## src/hdl/tcvp_pkg.sv

```systemverilog
// ----------------------------------------------------------------------------
// tcvp_pkg: shared types and constants of the text console value printer
// Payload structs, opcodes, character codes and the controller/datapath
// command and status groups.
// ----------------------------------------------------------------------------
package tcvp_pkg;

   // default screen geometry
   localparam int COLUMNS_DEFAULT = 80;
   localparam int ROWS_DEFAULT    = 25;

   // cursor and field widths
   localparam int LINE_W = 5;
   localparam int COL_W  = 7;
   localparam int ADDR_W = 11;
   localparam int WORD_W = 16;
   localparam int ATTR_W = 8;
   localparam int CHAR_W = 8;

   // digit shift register: ten BCD digits, or a value left-aligned
   localparam int DIG_W  = 40;
   localparam int CNT_W  = 6;

   localparam logic [CNT_W-1:0] CNT_DEC_STEPS = 6'd32;
   localparam logic [CNT_W-1:0] CNT_DEC_DIGITS = 6'd10;
   localparam logic [CNT_W-1:0] CNT_HEX_DIGITS = 6'd8;
   localparam logic [CNT_W-1:0] CNT_BIN_DIGITS = 6'd32;

   localparam logic [ATTR_W-1:0] ATTR_RESET = 8'd15;

   // opcodes
   localparam logic [2:0] OP_RAW  = 3'd0;
   localparam logic [2:0] OP_SDEC = 3'd1;
   localparam logic [2:0] OP_UDEC = 3'd2;
   localparam logic [2:0] OP_HEX  = 3'd3;
   localparam logic [2:0] OP_BIN  = 3'd4;

   // character codes
   localparam logic [CHAR_W-1:0] CHAR_NEWLINE = 8'h0A;
   localparam logic [CHAR_W-1:0] CHAR_MINUS   = 8'h2D;
   localparam logic [CHAR_W-1:0] CHAR_ZERO    = 8'h30;
   localparam logic [CHAR_W-1:0] CHAR_X       = 8'h78;
   localparam logic [CHAR_W-1:0] CHAR_B       = 8'h62;
   localparam logic [CHAR_W-1:0] CHAR_LETTER_BASE = 8'h37; // 'A' - 10

   typedef struct packed {
      logic [2:0]  opcode;
      logic [31:0] value;
   } req_type;

   typedef struct packed {
      logic              write_enable;
      logic [ADDR_W-1:0] cell_address;
      logic [WORD_W-1:0] cell_word;
      logic              is_last;
   } rsp_type;

   // source of the character written into the output beat
   typedef enum logic [2:0] {
      SEL_RAW   = 3'd0,
      SEL_MINUS = 3'd1,
      SEL_ZERO  = 3'd2,
      SEL_TAG   = 3'd3,
      SEL_DIGIT = 3'd4
   } char_sel_type;

   typedef struct packed {
      logic         load;       // latch the accepted item
      logic         dabble;     // one binary-to-BCD step
      logic         set_dec;    // conversion done, ten digits to walk
      logic         shift;      // drop the top digit
      logic         emit;       // load a character into the output register
      char_sel_type char_sel;
      logic         last;
   } cmd_type;

   typedef struct packed {
      logic out_free;   // output register can take a beat this cycle
      logic cnt_one;    // one step or digit left
      logic top_zero;   // top digit is zero
   } status_type;

   // hex digit to uppercase ASCII
   function automatic logic [CHAR_W-1:0] hex_char(input logic [3:0] d);
      if (d < 4'd10) begin
         return CHAR_ZERO + {4'b0, d};
      end else begin
         return CHAR_LETTER_BASE + {4'b0, d};
      end
   endfunction

endpackage

```

## src/hdl/tcvp_ctrl.sv

```systemverilog
// ----------------------------------------------------------------------------
// tcvp_ctrl: sequencer of the text console value printer
// Walks one item through raw output, or sign, prefix, conversion, zero skip
// and digit output, issuing commands to the datapath.
// ----------------------------------------------------------------------------
module tcvp_ctrl (
   input  logic                 clock,
   input  logic                 reset,
   input  logic                 req_valid,
   output logic                 req_ready,
   input  tcvp_pkg::req_type    req_data,
   input  tcvp_pkg::status_type status,
   output tcvp_pkg::cmd_type    cmd
);

   typedef enum logic [7:0] {
      S_IDLE    = 8'b0000_0001,
      S_RAW     = 8'b0000_0010,
      S_SIGN    = 8'b0000_0100,
      S_CONVERT = 8'b0000_1000,
      S_PREFIX0 = 8'b0001_0000,
      S_PREFIX1 = 8'b0010_0000,
      S_SKIP    = 8'b0100_0000,
      S_DIGIT   = 8'b1000_0000
   } state_type;

   state_type state_ff, state_in;

   assign req_ready = (state_ff == S_IDLE);

   // decide next state and commands
   always_comb begin
      state_in     = state_ff;
      cmd          = '0;
      cmd.char_sel = tcvp_pkg::SEL_RAW;
      case (state_ff)
         S_IDLE: begin
            if (req_valid) begin
               cmd.load = 1'b1;
               case (req_data.opcode)
                  tcvp_pkg::OP_RAW: state_in = S_RAW;
                  tcvp_pkg::OP_SDEC: begin
                     state_in = req_data.value[31] ? S_SIGN : S_CONVERT;
                  end
                  tcvp_pkg::OP_UDEC: state_in = S_CONVERT;
                  tcvp_pkg::OP_HEX, tcvp_pkg::OP_BIN: state_in = S_PREFIX0;
                  default: state_in = S_IDLE;
               endcase
            end
         end
         S_RAW: begin
            if (status.out_free) begin
               cmd.emit = 1'b1;
               cmd.last = 1'b1;
               state_in = S_IDLE;
            end
         end
         S_SIGN: begin
            if (status.out_free) begin
               cmd.emit     = 1'b1;
               cmd.char_sel = tcvp_pkg::SEL_MINUS;
               state_in     = S_CONVERT;
            end
         end
         S_CONVERT: begin
            cmd.dabble = 1'b1;
            if (status.cnt_one) begin
               cmd.set_dec = 1'b1;
               state_in    = S_SKIP;
            end
         end
         S_PREFIX0: begin
            if (status.out_free) begin
               cmd.emit     = 1'b1;
               cmd.char_sel = tcvp_pkg::SEL_ZERO;
               state_in     = S_PREFIX1;
            end
         end
         S_PREFIX1: begin
            if (status.out_free) begin
               cmd.emit     = 1'b1;
               cmd.char_sel = tcvp_pkg::SEL_TAG;
               state_in     = S_SKIP;
            end
         end
         S_SKIP: begin
            // drop leading zeros, always keep the last digit
            if (status.top_zero && !status.cnt_one) begin
               cmd.shift = 1'b1;
            end else begin
               state_in = S_DIGIT;
            end
         end
         S_DIGIT: begin
            if (status.out_free) begin
               cmd.emit     = 1'b1;
               cmd.shift    = 1'b1;
               cmd.char_sel = tcvp_pkg::SEL_DIGIT;
               cmd.last     = status.cnt_one;
               if (status.cnt_one) begin
                  state_in = S_IDLE;
               end
            end
         end
         default: state_in = S_IDLE;
      endcase
   end

   // state register
   always_ff @(posedge clock) begin
      if (reset) begin
         state_ff <= S_IDLE;
      end else begin
         state_ff <= state_in;
      end
   end

endmodule

```

## src/hdl/tcvp_datapath.sv

```systemverilog
// ----------------------------------------------------------------------------
// tcvp_datapath: digit engine, cursor and output register
// Holds the digit shift register with its binary-to-BCD step, the cursor,
// the attribute register and the result beat.
// ----------------------------------------------------------------------------
module tcvp_datapath #(
   parameter int COLUMNS = tcvp_pkg::COLUMNS_DEFAULT,
   parameter int ROWS    = tcvp_pkg::ROWS_DEFAULT
) (
   input  logic                              clock,
   input  logic                              reset,
   input  tcvp_pkg::req_type                 req_data,
   input  logic                              csr_valid,
   output logic                              csr_ready,
   input  logic [tcvp_pkg::ATTR_W-1:0]       csr_data,
   output logic                              rsp_valid,
   input  logic                              rsp_ready,
   output tcvp_pkg::rsp_type                 rsp_data,
   input  tcvp_pkg::cmd_type                 cmd,
   output tcvp_pkg::status_type              status
);

   localparam int LW = tcvp_pkg::LINE_W;
   localparam int CW = tcvp_pkg::COL_W;
   localparam int DW = tcvp_pkg::DIG_W;
   localparam int PW = LW + CW;
   localparam logic [LW-1:0] LAST_LINE = LW'(ROWS - 1);
   localparam logic [CW-1:0] LAST_COL  = CW'(COLUMNS - 1);

   logic [DW-1:0]                   digits_ff, digits_in;
   logic [31:0]                     value_ff, value_in;
   logic [tcvp_pkg::CNT_W-1:0]      cnt_ff, cnt_in;
   logic                            bin_mode_ff, bin_mode_in;
   logic [tcvp_pkg::CHAR_W-1:0]     tag_ff, tag_in;
   logic [tcvp_pkg::CHAR_W-1:0]     raw_ff;
   logic [tcvp_pkg::ATTR_W-1:0]     attr_ff;
   logic [LW-1:0]                   line_ff, line_in;
   logic [CW-1:0]                   col_ff, col_in;
   logic                            rsp_valid_ff;
   tcvp_pkg::rsp_type               rsp_ff, rsp_in;

   logic [31:0]                     magnitude;
   logic [DW-1:0]                   adjusted;
   logic [3:0]                      top_digit;
   logic [tcvp_pkg::CHAR_W-1:0]     out_char;
   logic [LW-1:0]                   next_line;
   logic [PW-1:0]                   position;

   assign csr_ready = 1'b1;
   assign rsp_valid = rsp_valid_ff;
   assign rsp_data  = rsp_ff;

   // magnitude of a negative signed value
   assign magnitude = (req_data.opcode == tcvp_pkg::OP_SDEC && req_data.value[31])
                      ? (~req_data.value + 32'd1) : req_data.value;

   // add three to every BCD digit of five or more
   always_comb begin
      for (int i = 0; i < DW / 4; i++) begin
         adjusted[i*4 +: 4] = (digits_ff[i*4 +: 4] >= 4'd5)
                              ? digits_ff[i*4 +: 4] + 4'd3 : digits_ff[i*4 +: 4];
      end
   end

   assign top_digit = bin_mode_ff ? {3'b000, digits_ff[DW-1]} : digits_ff[DW-1 -: 4];

   assign status.out_free = !rsp_valid_ff || rsp_ready;
   assign status.cnt_one  = (cnt_ff == tcvp_pkg::CNT_W'(1));
   assign status.top_zero = (top_digit == 4'd0);

   // digit engine next values
   always_comb begin
      digits_in   = digits_ff;
      value_in    = value_ff;
      cnt_in      = cnt_ff;
      bin_mode_in = bin_mode_ff;
      tag_in      = tag_ff;
      if (cmd.load) begin
         case (req_data.opcode)
            tcvp_pkg::OP_HEX: begin
               digits_in   = {req_data.value, 8'h00};
               cnt_in      = tcvp_pkg::CNT_HEX_DIGITS;
               bin_mode_in = 1'b0;
               tag_in      = tcvp_pkg::CHAR_X;
            end
            tcvp_pkg::OP_BIN: begin
               digits_in   = {req_data.value, 8'h00};
               cnt_in      = tcvp_pkg::CNT_BIN_DIGITS;
               bin_mode_in = 1'b1;
               tag_in      = tcvp_pkg::CHAR_B;
            end
            default: begin
               digits_in   = '0;
               value_in    = magnitude;
               cnt_in      = tcvp_pkg::CNT_DEC_STEPS;
               bin_mode_in = 1'b0;
            end
         endcase
      end else if (cmd.dabble) begin
         digits_in = {adjusted[DW-2:0], value_ff[31]};
         value_in  = {value_ff[30:0], 1'b0};
         cnt_in    = cmd.set_dec ? tcvp_pkg::CNT_DEC_DIGITS : cnt_ff - 1'b1;
      end else if (cmd.shift) begin
         digits_in = bin_mode_ff ? {digits_ff[DW-2:0], 1'b0} : {digits_ff[DW-5:0], 4'h0};
         cnt_in    = cnt_ff - 1'b1;
      end
   end

   // pick the character of this beat
   always_comb begin
      case (cmd.char_sel)
         tcvp_pkg::SEL_RAW:   out_char = raw_ff;
         tcvp_pkg::SEL_MINUS: out_char = tcvp_pkg::CHAR_MINUS;
         tcvp_pkg::SEL_ZERO:  out_char = tcvp_pkg::CHAR_ZERO;
         tcvp_pkg::SEL_TAG:   out_char = tag_ff;
         tcvp_pkg::SEL_DIGIT: out_char = tcvp_pkg::hex_char(top_digit);
         default:             out_char = raw_ff;
      endcase
   end

   assign next_line = (line_ff == LAST_LINE) ? '0 : line_ff + 1'b1;
   assign position  = PW'(line_ff) * PW'(COLUMNS) + PW'(col_ff);

   // build the result beat and advance the cursor
   always_comb begin
      line_in = line_ff;
      col_in  = col_ff;
      rsp_in  = rsp_ff;
      if (cmd.emit) begin
         rsp_in.is_last = cmd.last;
         if (out_char == tcvp_pkg::CHAR_NEWLINE) begin
            rsp_in.write_enable = 1'b0;
            rsp_in.cell_address = '0;
            rsp_in.cell_word    = '0;
            line_in             = next_line;
            col_in              = '0;
         end else begin
            rsp_in.write_enable = 1'b1;
            rsp_in.cell_address = position[tcvp_pkg::ADDR_W-1:0];
            rsp_in.cell_word    = {attr_ff, out_char};
            if (col_ff == LAST_COL) begin
               col_in  = '0;
               line_in = next_line;
            end else begin
               col_in = col_ff + 1'b1;
            end
         end
      end
   end

   // control registers
   always_ff @(posedge clock) begin
      if (reset) begin
         line_ff      <= '0;
         col_ff       <= '0;
         attr_ff      <= tcvp_pkg::ATTR_RESET;
         rsp_valid_ff <= 1'b0;
      end else begin
         line_ff <= line_in;
         col_ff  <= col_in;
         if (csr_valid && csr_ready) begin
            attr_ff <= csr_data;
         end
         if (cmd.emit) begin
            rsp_valid_ff <= 1'b1;
         end else if (rsp_ready) begin
            rsp_valid_ff <= 1'b0;
         end
      end
   end

   // payload registers
   always_ff @(posedge clock) begin
      digits_ff   <= digits_in;
      value_ff    <= value_in;
      cnt_ff      <= cnt_in;
      bin_mode_ff <= bin_mode_in;
      tag_ff      <= tag_in;
      rsp_ff      <= rsp_in;
      if (cmd.load) begin
         raw_ff <= req_data.value[7:0];
      end
   end

endmodule

```

## src/hdl/text_console_value_printer.sv

```systemverilog
// ----------------------------------------------------------------------------
// text_console_value_printer: number and character printer for a text screen
// Turns one request beat into a run of text-cell write beats at the cursor.
// ----------------------------------------------------------------------------
// Usage:
//   req_*  carries an opcode and a 32-bit value: raw character, signed or
//          unsigned decimal, 0x hex or 0b binary. One item is taken at a time;
//          req_ready is high only while no item is in progress.
//   rsp_*  carries one cell write per character, is_last marks the final beat
//          of an item. A newline beat has write_enable low and only moves the
//          cursor. Items with unused opcodes are taken and give no beats.
//   csr_*  writes the attribute byte; always ready.
// Timing: at most one character beat per cycle. A raw character gives one beat
//   after acceptance; hex and binary emit the 0x or 0b prefix beats, then drop
//   leading zeros, always keeping the last digit, and give one beat per printed
//   digit (binary of a full word: 34 beats). Decimal runs a binary-to-BCD shift
//   loop after the optional sign beat, then drops leading zeros and gives one
//   beat per digit. req_ready rises with the last beat.
// Reset clears the cursor to row 0, column 0 and the attribute to 15.
// A stalled receiver holds the output register; the sequencer waits at its
// next beat until the held beat is taken.
// ----------------------------------------------------------------------------
module text_console_value_printer #(
   parameter int COLUMNS = tcvp_pkg::COLUMNS_DEFAULT,
   parameter int ROWS    = tcvp_pkg::ROWS_DEFAULT
) (
   input  logic                         clock,
   input  logic                         reset,
   input  logic                         req_valid,
   output logic                         req_ready,
   input  tcvp_pkg::req_type            req_data,
   output logic                         rsp_valid,
   input  logic                         rsp_ready,
   output tcvp_pkg::rsp_type            rsp_data,
   input  logic                         csr_valid,
   output logic                         csr_ready,
   input  logic [tcvp_pkg::ATTR_W-1:0]  csr_data
);

   tcvp_pkg::cmd_type    cmd;
   tcvp_pkg::status_type status;

   // sequencer
   tcvp_ctrl u_ctrl (
      .clock     (clock),
      .reset     (reset),
      .req_valid (req_valid),
      .req_ready (req_ready),
      .req_data  (req_data),
      .status    (status),
      .cmd       (cmd)
   );

   // digit engine, cursor and output beat
   tcvp_datapath #(
      .COLUMNS (COLUMNS),
      .ROWS    (ROWS)
   ) u_datapath (
      .clock     (clock),
      .reset     (reset),
      .req_data  (req_data),
      .csr_valid (csr_valid),
      .csr_ready (csr_ready),
      .csr_data  (csr_data),
      .rsp_valid (rsp_valid),
      .rsp_ready (rsp_ready),
      .rsp_data  (rsp_data),
      .cmd       (cmd),
      .status    (status)
   );

endmodule
```

## config.mk

```make
export PLATFORM = sky130hd
export DESIGN_NAME = text_console_value_printer
export DESIGN_NICKNAME = d
export VERILOG_FILES = /design/src/hdl/tcvp_pkg.sv /design/src/hdl/tcvp_ctrl.sv /design/src/hdl/tcvp_datapath.sv /design/src/hdl/text_console_value_printer.sv
export SDC_FILE = /design/constraint.sdc
export NUM_CORES = 1
export LEC_CHECK = 0
export ABC_AREA = 1
export BUFFER_PORTS_ARGS = -buffer_cell sky130_fd_sc_hd__buf_2
export CORE_ASPECT_RATIO = 1.2
export CORE_MARGIN = 2
export CORE_UTILIZATION = 50
export DETAILED_ROUTE_END_ITERATION = 8
export PLACE_DENSITY_LB_ADDON = 0.2
export RECOVER_POWER = 25
export SLEW_MARGIN = 20
export SYNTH_ARGS = -nofsm -noshare
export SYNTH_HDL_FRONTEND = slang
export SYNTH_SLANG_ARGS = --single-unit
```

## constraint.sdc

```tcl
create_clock -name clock -period 3.8 [get_ports clock]
set_input_delay 0.76 -clock clock [delete_from_list [all_inputs] [get_ports clock]]
set_output_delay 0.76 -clock clock [all_outputs]
set_load 0.005 [all_outputs]
```

==> summary.txt, run 1 <==
Clock network
  • Latest clock arrival within the worst-skew pair: 0.43 ns
  • Num CTS Buffers: 17
  • Clock Pin Slew Worst Setup and Hold Paths: about 0.060 ns
  • CTS H-tree depth: 4
  • Clock Path Buffers: 2
  • CTS hold repair buffers: 0
  • Post-CTS Setup Inserts: 0
  • Sink Count: roughly 150
  • Post_cts resized: 0
  • CTS tree: built
  • Clk Tree Root Cell: clkbuf_16

Finish
  • Nets: around 1.3k
  • Leading cell types in the layout, fill and taps excluded: nand2_1 (216), inv_1 (151), edfxtp_1 (118)
  • Share of cells above drive strength 1: between 10 and 15%
  • Filler cell count: 1602
  • Most common cell after layout, fill and taps aside: nand2_1
  • # diodes: 0
  • FF+latch area: 4120 sq um
  • Area delta synth->final: 13.0%
  • Area of the multi-input gates: roughly 4200 sq um

Route
  • Antenna Nets Post-Route: 0
  • Via/cell ratio: between 5 and 6
  • DR iter-0 viols: 612
  • Routed via count: between 7k and 8k
  • DRT Pass-1 Iters: 6
  • DR DRC count: 0
  • WL per Instance: 16.0 um
  • Detailed Route WL: approximately 22000 um

Logic synthesis
  • Post-Synth Adder-Cell Area: 5.54%
  • Largest family of logic cells by synthesized area: simple AND/OR/NAND/NOR gates
  • Register bit total from synthesis: ~150
  • Post-synthesis sequential area ratio: between 40% and 50%
  • Post-Synthesis Cell Area: approximately 9100 sq um
  • Post-synthesis compound-gate area fraction: between 10% and 20%
  • Simple-Gate Fraction of Synth Area: between 20% and 30%
  • Net Count, Synth: 1180
  • Top_reg_cell synth: edfxtp_1
  • Yosys warning total: 0
  • Mapped Avg Cell Area: approximately 8.3 sq um
  • Post-synth EDFFs: 118
  • Netlist cell types: 55
  • Post-synthesis mux area share: 0%
  • Post-synthesis xor/xnor area fraction: under 10%
  • Mapped Cells: approximately 1.1k
  • Async SR Flop Fraction: 0%

Global route
  • GRT Residual Overflow: 0
  • Met1 Use GR: between 20 and 30%
  • Met2 Use GR: 41.4%
  • First-pass GRT wire length: 35700 um
  • Layer with the highest usage: met2
  • Pin count of the biggest net entering global routing: 47
  • Initial antenna violation count: 0
  • Gr usage total: between 20% and 30%
  • Vias in the first global route: roughly 7.4k
  • M3 GR Usage: 3.86%

Timing
  • Final setup skew: between 0.01 and 0.015 ns
  • Slew Limit Fails: 21
  • Worst-margin pin slew: between 1.5 and 2 ns
  • Final hold vios: 0
  • RSZ-0062 raised after global routing: false
  • Fmax: ~0.31 GHz
  • Max-slew headroom: -7.32%
  • Setup Viol. Count Final: 0
  • Post-Route Setup TNS: 0 ns
  • Final worst setup slack: between 0.5 and 0.6 ns
  • Crit path time final: 3.21 ns
  • Fin crit share: 84.4%

Flow run
  • Max-cap violations: 1

Floorplanning
  • Die Y: between 150 and 200 um
  • Die Width: 127 um
  • Starting Density: 51.5%
  • Core Rows: 53
  • # IOs: 80
  • Die area: between 15000 and 20000 sq um
  • Core ar.: around 18000 sq um

Place
  • RD Place Congestion: around 0.9
  • IO buf count: 78
  • Post-DP HPWL: approximately 16000 um
  • Place WS: a little under 0.8 ns

Setup path
  • Crit path required time: about 4.2 ns
  • Crit path max fanout: 20
  • CP endpoint kind: flip-flop
  • Arrival @ worst endpoint: between 3 and 4 ns
  • Worst Setup Path Type: flip-flop to flip-flop
  • CP startpoint kind: flip-flop

Run status
  • Failing checks: capacitance limit, slew limit
  • Status: complete, but fails checks

Pwr
  • Switching Fraction: 37.2%
  • Power Internal: approximately 4400 uW
  • Sw Pwr: roughly 2600 uW
  • Clock share of power: between 20 and 30%
  • Comb power frac: 34.3%
  • Leakage: between 0.004 and 0.005 uW
  • Sequential share of power: 39.9%
  • Worst IR Drop VDD: between 0.3 and 0.4 mV
  • Power Density: approximately 680 nW/um^2

Worst hold path
  • Class of the worst hold path: flip-flop to flip-flop
==> state kept, by name, indices dropped and copies added (netlist names) <==
register / count
u_datapath.digits_ff: 40
u_datapath.rsp_data: 29
u_datapath.col_ff: 7
u_datapath.value_ff: 32
u_datapath.attr_ff: 8
u_datapath.bin_mode_ff: 1
u_datapath.cnt_ff: 6
u_ctrl.state_ff: 8
u_datapath.line_ff: 5
u_datapath.raw_ff: 8
u_datapath.rsp_valid: 1
u_datapath.tag_ff: 2
==> layout make-up <==
cell class / instances / share of cell area, %
flip-flops and latches: 147 / 40.2
inverters: 162 / 5.98
clock inverters: 13 / 1.78
well taps: 220 / 2.68
repair buffers: 92 / 4.53
clock buffers: 19 / 4.32
multi-input cells: 749 / 40.5
==> cells in the mapped netlist, types with 5 or more instances <==
master | instances | area (sq um)
nor2_2 | 10 | 62.6
inv_2 | 8 | 30.0
xor2_1 | 35 | 307
ha_1 | 37 | 463
dfxtp_1 | 29 | 581
o22ai_1 | 13 | 81.3
edfxtp_1 | 118 | 3540
nand2_4 | 7 | 78.8
a31oi_1 | 5 | 31.3
a21oi_1 | 49 | 245
or2_2 | 7 | 43.8
o2111ai_1 | 7 | 61.3
a22oi_1 | 9 | 67.6
o21ai_0 | 97 | 485
clkbuf_1 | 23 | 86.3
o221ai_1 | 10 | 87.6
o311ai_0 | 7 | 61.3
nand4_1 | 11 | 68.8
nor3_1 | 19 | 95.1
o211ai_1 | 7 | 52.6
buf_2 | 10 | 50.1
inv_1 | 151 | 567
xnor2_1 | 5 | 43.8
nand2_1 | 216 | 811
o21ai_1 | 6 | 30.0
nor2_1 | 105 | 394
nand3_1 | 51 | 255
==> cells by family after synthesis <==
kind of cell               after synthesis
AOI/OAI and AO/OA                      224
xor gates and xnor gates                40
adders and majority gates               39
buffers and inverters                  197
DFF                                    147
other                                    1
and+or+nand+nor                        445
==> worst max-delay path, stage by stage (launching register included) <==
cell and delay [ns]:
dfxtp_1 0.32, inv_2 0.10, nand2_4 0.08, nor2_1 0.28, nand2_1 0.21, nand2_1 0.11
nor3_1 0.05, nor2_1 1.19, buf_4 0.36, inv_1 0.09, o21ai_0 0.18, nand3_1 0.11
inv_1 0.07
==> power groups by stage <==
stage | Combinational, uW | Sequential, uW | Clock, uW
after global routing | 2690 | 2820 | 1870
after global placement | 2320 | 2780 | 0
after detailed placement | 2360 | 2780 | 0
after floorplan | 1730 | 2720 | 0
after CTS | 2380 | 2760 | 1810
final | 2380 | 2760 | 1790
==> worst paths after layout <==
kind | startpoint | to | cells after the start | slack [ns]
max | u_ctrl.state_ff[6]$_SDFFE_PP0P_ | u_datapath.col_ff[2]$_SDFFE_PP0P_ | 12 | 0.59
min | u_datapath.attr_ff[6]$_SDFFE_PP0P_ | u_datapath.attr_ff[6]$_SDFFE_PP0P_ | 2 | 0.46
max reg2reg | u_ctrl.state_ff[6]$_SDFFE_PP0P_ | u_datapath.col_ff[2]$_SDFFE_PP0P_ | 12 | 0.59
min reg2reg | u_datapath.attr_ff[6]$_SDFFE_PP0P_ | u_datapath.attr_ff[6]$_SDFFE_PP0P_ | 2 | 0.46
==> per-stage QoR <==
stage	power (uW)	util (%)	hold WS [ns]	cells	cell area [sq um]
CTS	6950	58.6	0.467	1402	10300
global placement	5100	55.1	0.445	1370	9710
global route	7380	58.2	0.491	1402	10300
finish	6930	58.2	0.463	1402	10300
floorplan	4450	-	0.434	1093	9080
detailed placement	5140	55.1	0.458	1370	9710
==> routing by layer <==
metal | vias up | routed length, um | share of wire [%]
met5 | - | 0 | 0
met4 | 0 | 861 | 3.8
met3 | 57 | 1370 | 6.1
met2 | 272 | 10900 | 49
met1 | 3584 | 9320 | 42
li1 | 3842 | - | -
Power figures use the tool's default switching activity.
==> run 2, diff against run 1 <==
- clock period: 3.8 -> 3.11 ns (I/O delays scaled with it)
==> summary.txt, run 2 (synthesis results as in run 1) <==
Finish
  • Area delta synth->final: 13.5%
  • Share of cells above drive strength 1: 12.2%
  • Top reg by flops: u_datapath.digits_ff
  • Most common cell after layout, fill and taps aside: nand2_1
  • Max reg flops: 40
  • Final instance area: approximately 10000 sq um
  • Nets: approximately 1.3k
  • # diodes: 0
  • Leading cell types in the layout, fill and taps excluded: nand2_1 (216), inv_1 (152), edfxtp_1 (118)
  • Non-filler cells, final: around 1.4k

Pwr
  • Leakage: 0.00435 uW
  • Power Density: between 800 and 900 nW/um^2
  • Total Power: approximately 8400 uW
  • Worst IR Drop VDD: about 0.51 mV

Setup path
  • Max stage delay on crit path: approximately 0.85 ns
  • Crit path required time: roughly 3.4 ns
  • Most frequent CP cell: nor2_1
  • Worst Setup Path Type: flip-flop to flip-flop
  • Levels on crit path: 11
  • Crit-path cells: nor2_1 -> nand2_4 -> inv_4 -> nand2_2 -> nand2_1 -> nor3_1 -> nor2_1 -> nand2_1 -> nor3_1 -> xnor2_1 -> nor2_1
  • Crit-path slowest cell: nor2_1
  • Arrival @ worst endpoint: just over 3 ns
  • Crit path max-delay family: simple AND/OR/NAND/NOR gates
  • CP startpoint kind: flip-flop
  • Worst Reg-to-Reg Cells: 11
  • CP endpoint kind: flip-flop
  • Crit path max fanout: 15
  • Buf/Inv on CP: 1

Floorplanning
  • Die Width: ~130 um
  • Starting Density: roughly 50%
  • # IOs: 80
  • Die Y: between 150 and 200 um
  • Core Rows: 53
  • Die area: slightly below 20000 sq um
  • Core ar.: about 18000 sq um

Clock network
  • Post_cts resized: 0
  • Clock Path Buffers: 2
  • Latest clock arrival within the worst-skew pair: around 0.43 ns
  • Clk Tree Root Cell: clkbuf_16
  • Num CTS Buffers: 17
  • CTS tree: built
  • Post-CTS Setup Inserts: 0
  • CTS hold repair buffers: 0
  • Sink Count: approximately 150
  • Clock Pin Slew Worst Setup and Hold Paths: approximately 0.06 ns
  • CTS H-tree depth: 4

Route
  • Antenna Nets Post-Route: 0
  • Top layer in use: met4
  • Routed via count: ~7.8k
  • DRT Pass-1 Iters: 5
  • Met3 wire len: approximately 1100 um
  • DR DRC count: 0
  • Via/cell ratio: around 5.5
  • DR iter-0 viols: a little under 500
  • Detailed Route WL: between 20000 and 25000 um
  • Wl on met1: between 9000 and 10000 um
  • Met2 WL: about 11000 um
  • WL per Instance: approximately 15 um

Timing
  • Fmax: ~0.37 GHz
  • Final setup skew: 0.0104 ns
  • Worst-margin pin slew: between 1 and 1.5 ns
  • RSZ-0062 raised after global routing: false
  • Crit path time final: about 2.7 ns
  • Fin crit share: 87.1%
  • Hold Worst Slack: 0.414 ns
  • Setup Viol. Count Final: 0
  • Final hold vios: 0
  • Max-slew headroom: approximately 24%
  • Slew Limit Fails: 0

Global route
  • Pin count of the biggest net entering global routing: between 40 and 50
  • Gr usage total: roughly 23%
  • Initial antenna violation count: 0
  • GRT Residual Overflow: 0
  • Vias in the first global route: between 7k and 8k
  • First-pass GRT wire length: between 30000 and 40000 um

Worst hold path
  • Class of the worst hold path: input pin to flip-flop
  • WHS Path Cells: 3

Flow run
  • Max-cap violations: 0

Place
  • IO buf count: between 70 and 80
  • Placed cell areas: 9770 sq um
  • Dpl cells: roughly 1.4k
  • Post-DP HPWL: between 15000 and 20000 um
  • RD Place Congestion: between 0.9 and 1

Run status
  • Status: completed
-- run 2: report_power, final --
part	leakage, uW	internal, uW	total (uW)	switching (uW)
Sequential	0.00135	3030	3380	358
Clock	0.000290	1280	2100	814
Combinational	0.00271	955	2900	1950
-- run 2: area by class of cell --
class,count,area [sq um]
tap,220,275
fill,1583,7330
timing repair buffer,97,517
clock inverter,12,155
sequential,147,4130
inverter,162,626
multi-input combinational,749,4160
clock buffer,20,447
-- run 2: metrics by stage --
stage          worst slack, ns  TNS [ns]  utilization (%)
6_report                 0.401         0             58.4
3_5_place_dp             0.439         0             55.4
5_1_grt                  0.177         0             58.4
2_1_floorplan          -0.0434     -1.99                -
4_1_cts                  0.539         0             58.8
3_3_place_gp             0.478         0             55.4
-- run 2: final timing paths --
| path | startpoint | endpoint | slack [ns] |
|---|---|---|---|
| setup reg to reg | u_ctrl.state_ff[0]$_SDFFE_PP1P_ | u_datapath.col_ff[6]$_SDFFE_PP0P_ | 0.40 |
| hold / removal | csr_data[3] | u_datapath.attr_ff[3]$_SDFFE_PP1P_ | 0.41 |
| hold reg to reg | u_datapath.attr_ff[4]$_SDFFE_PP0P_ | u_datapath.attr_ff[4]$_SDFFE_PP0P_ | 0.46 |
| setup / recovery | u_ctrl.state_ff[0]$_SDFFE_PP1P_ | u_datapath.col_ff[6]$_SDFFE_PP0P_ | 0.40 |
-- run 2: layer usage --
layer / vias up / track usage, %
met5: - / 0
met2: 239 / 40.8
li1: 3861 / -
met4: 0 / 10.7
met3: 46 / 3.27
met1: 3614 / 27.8
-- run 2: worst register-to-register path, cell delays in order, from the launching register on --
cell and delay (ns):
dfxtp_1 0.33, nor2_1 0.26, nand2_4 0.11, inv_4 0.10, nand2_2 0.09, nand2_1 0.11
nor3_1 0.07, nor2_1 0.86, nand2_1 0.22, nor3_1 0.25, xnor2_1 0.15, nor2_1 0.05
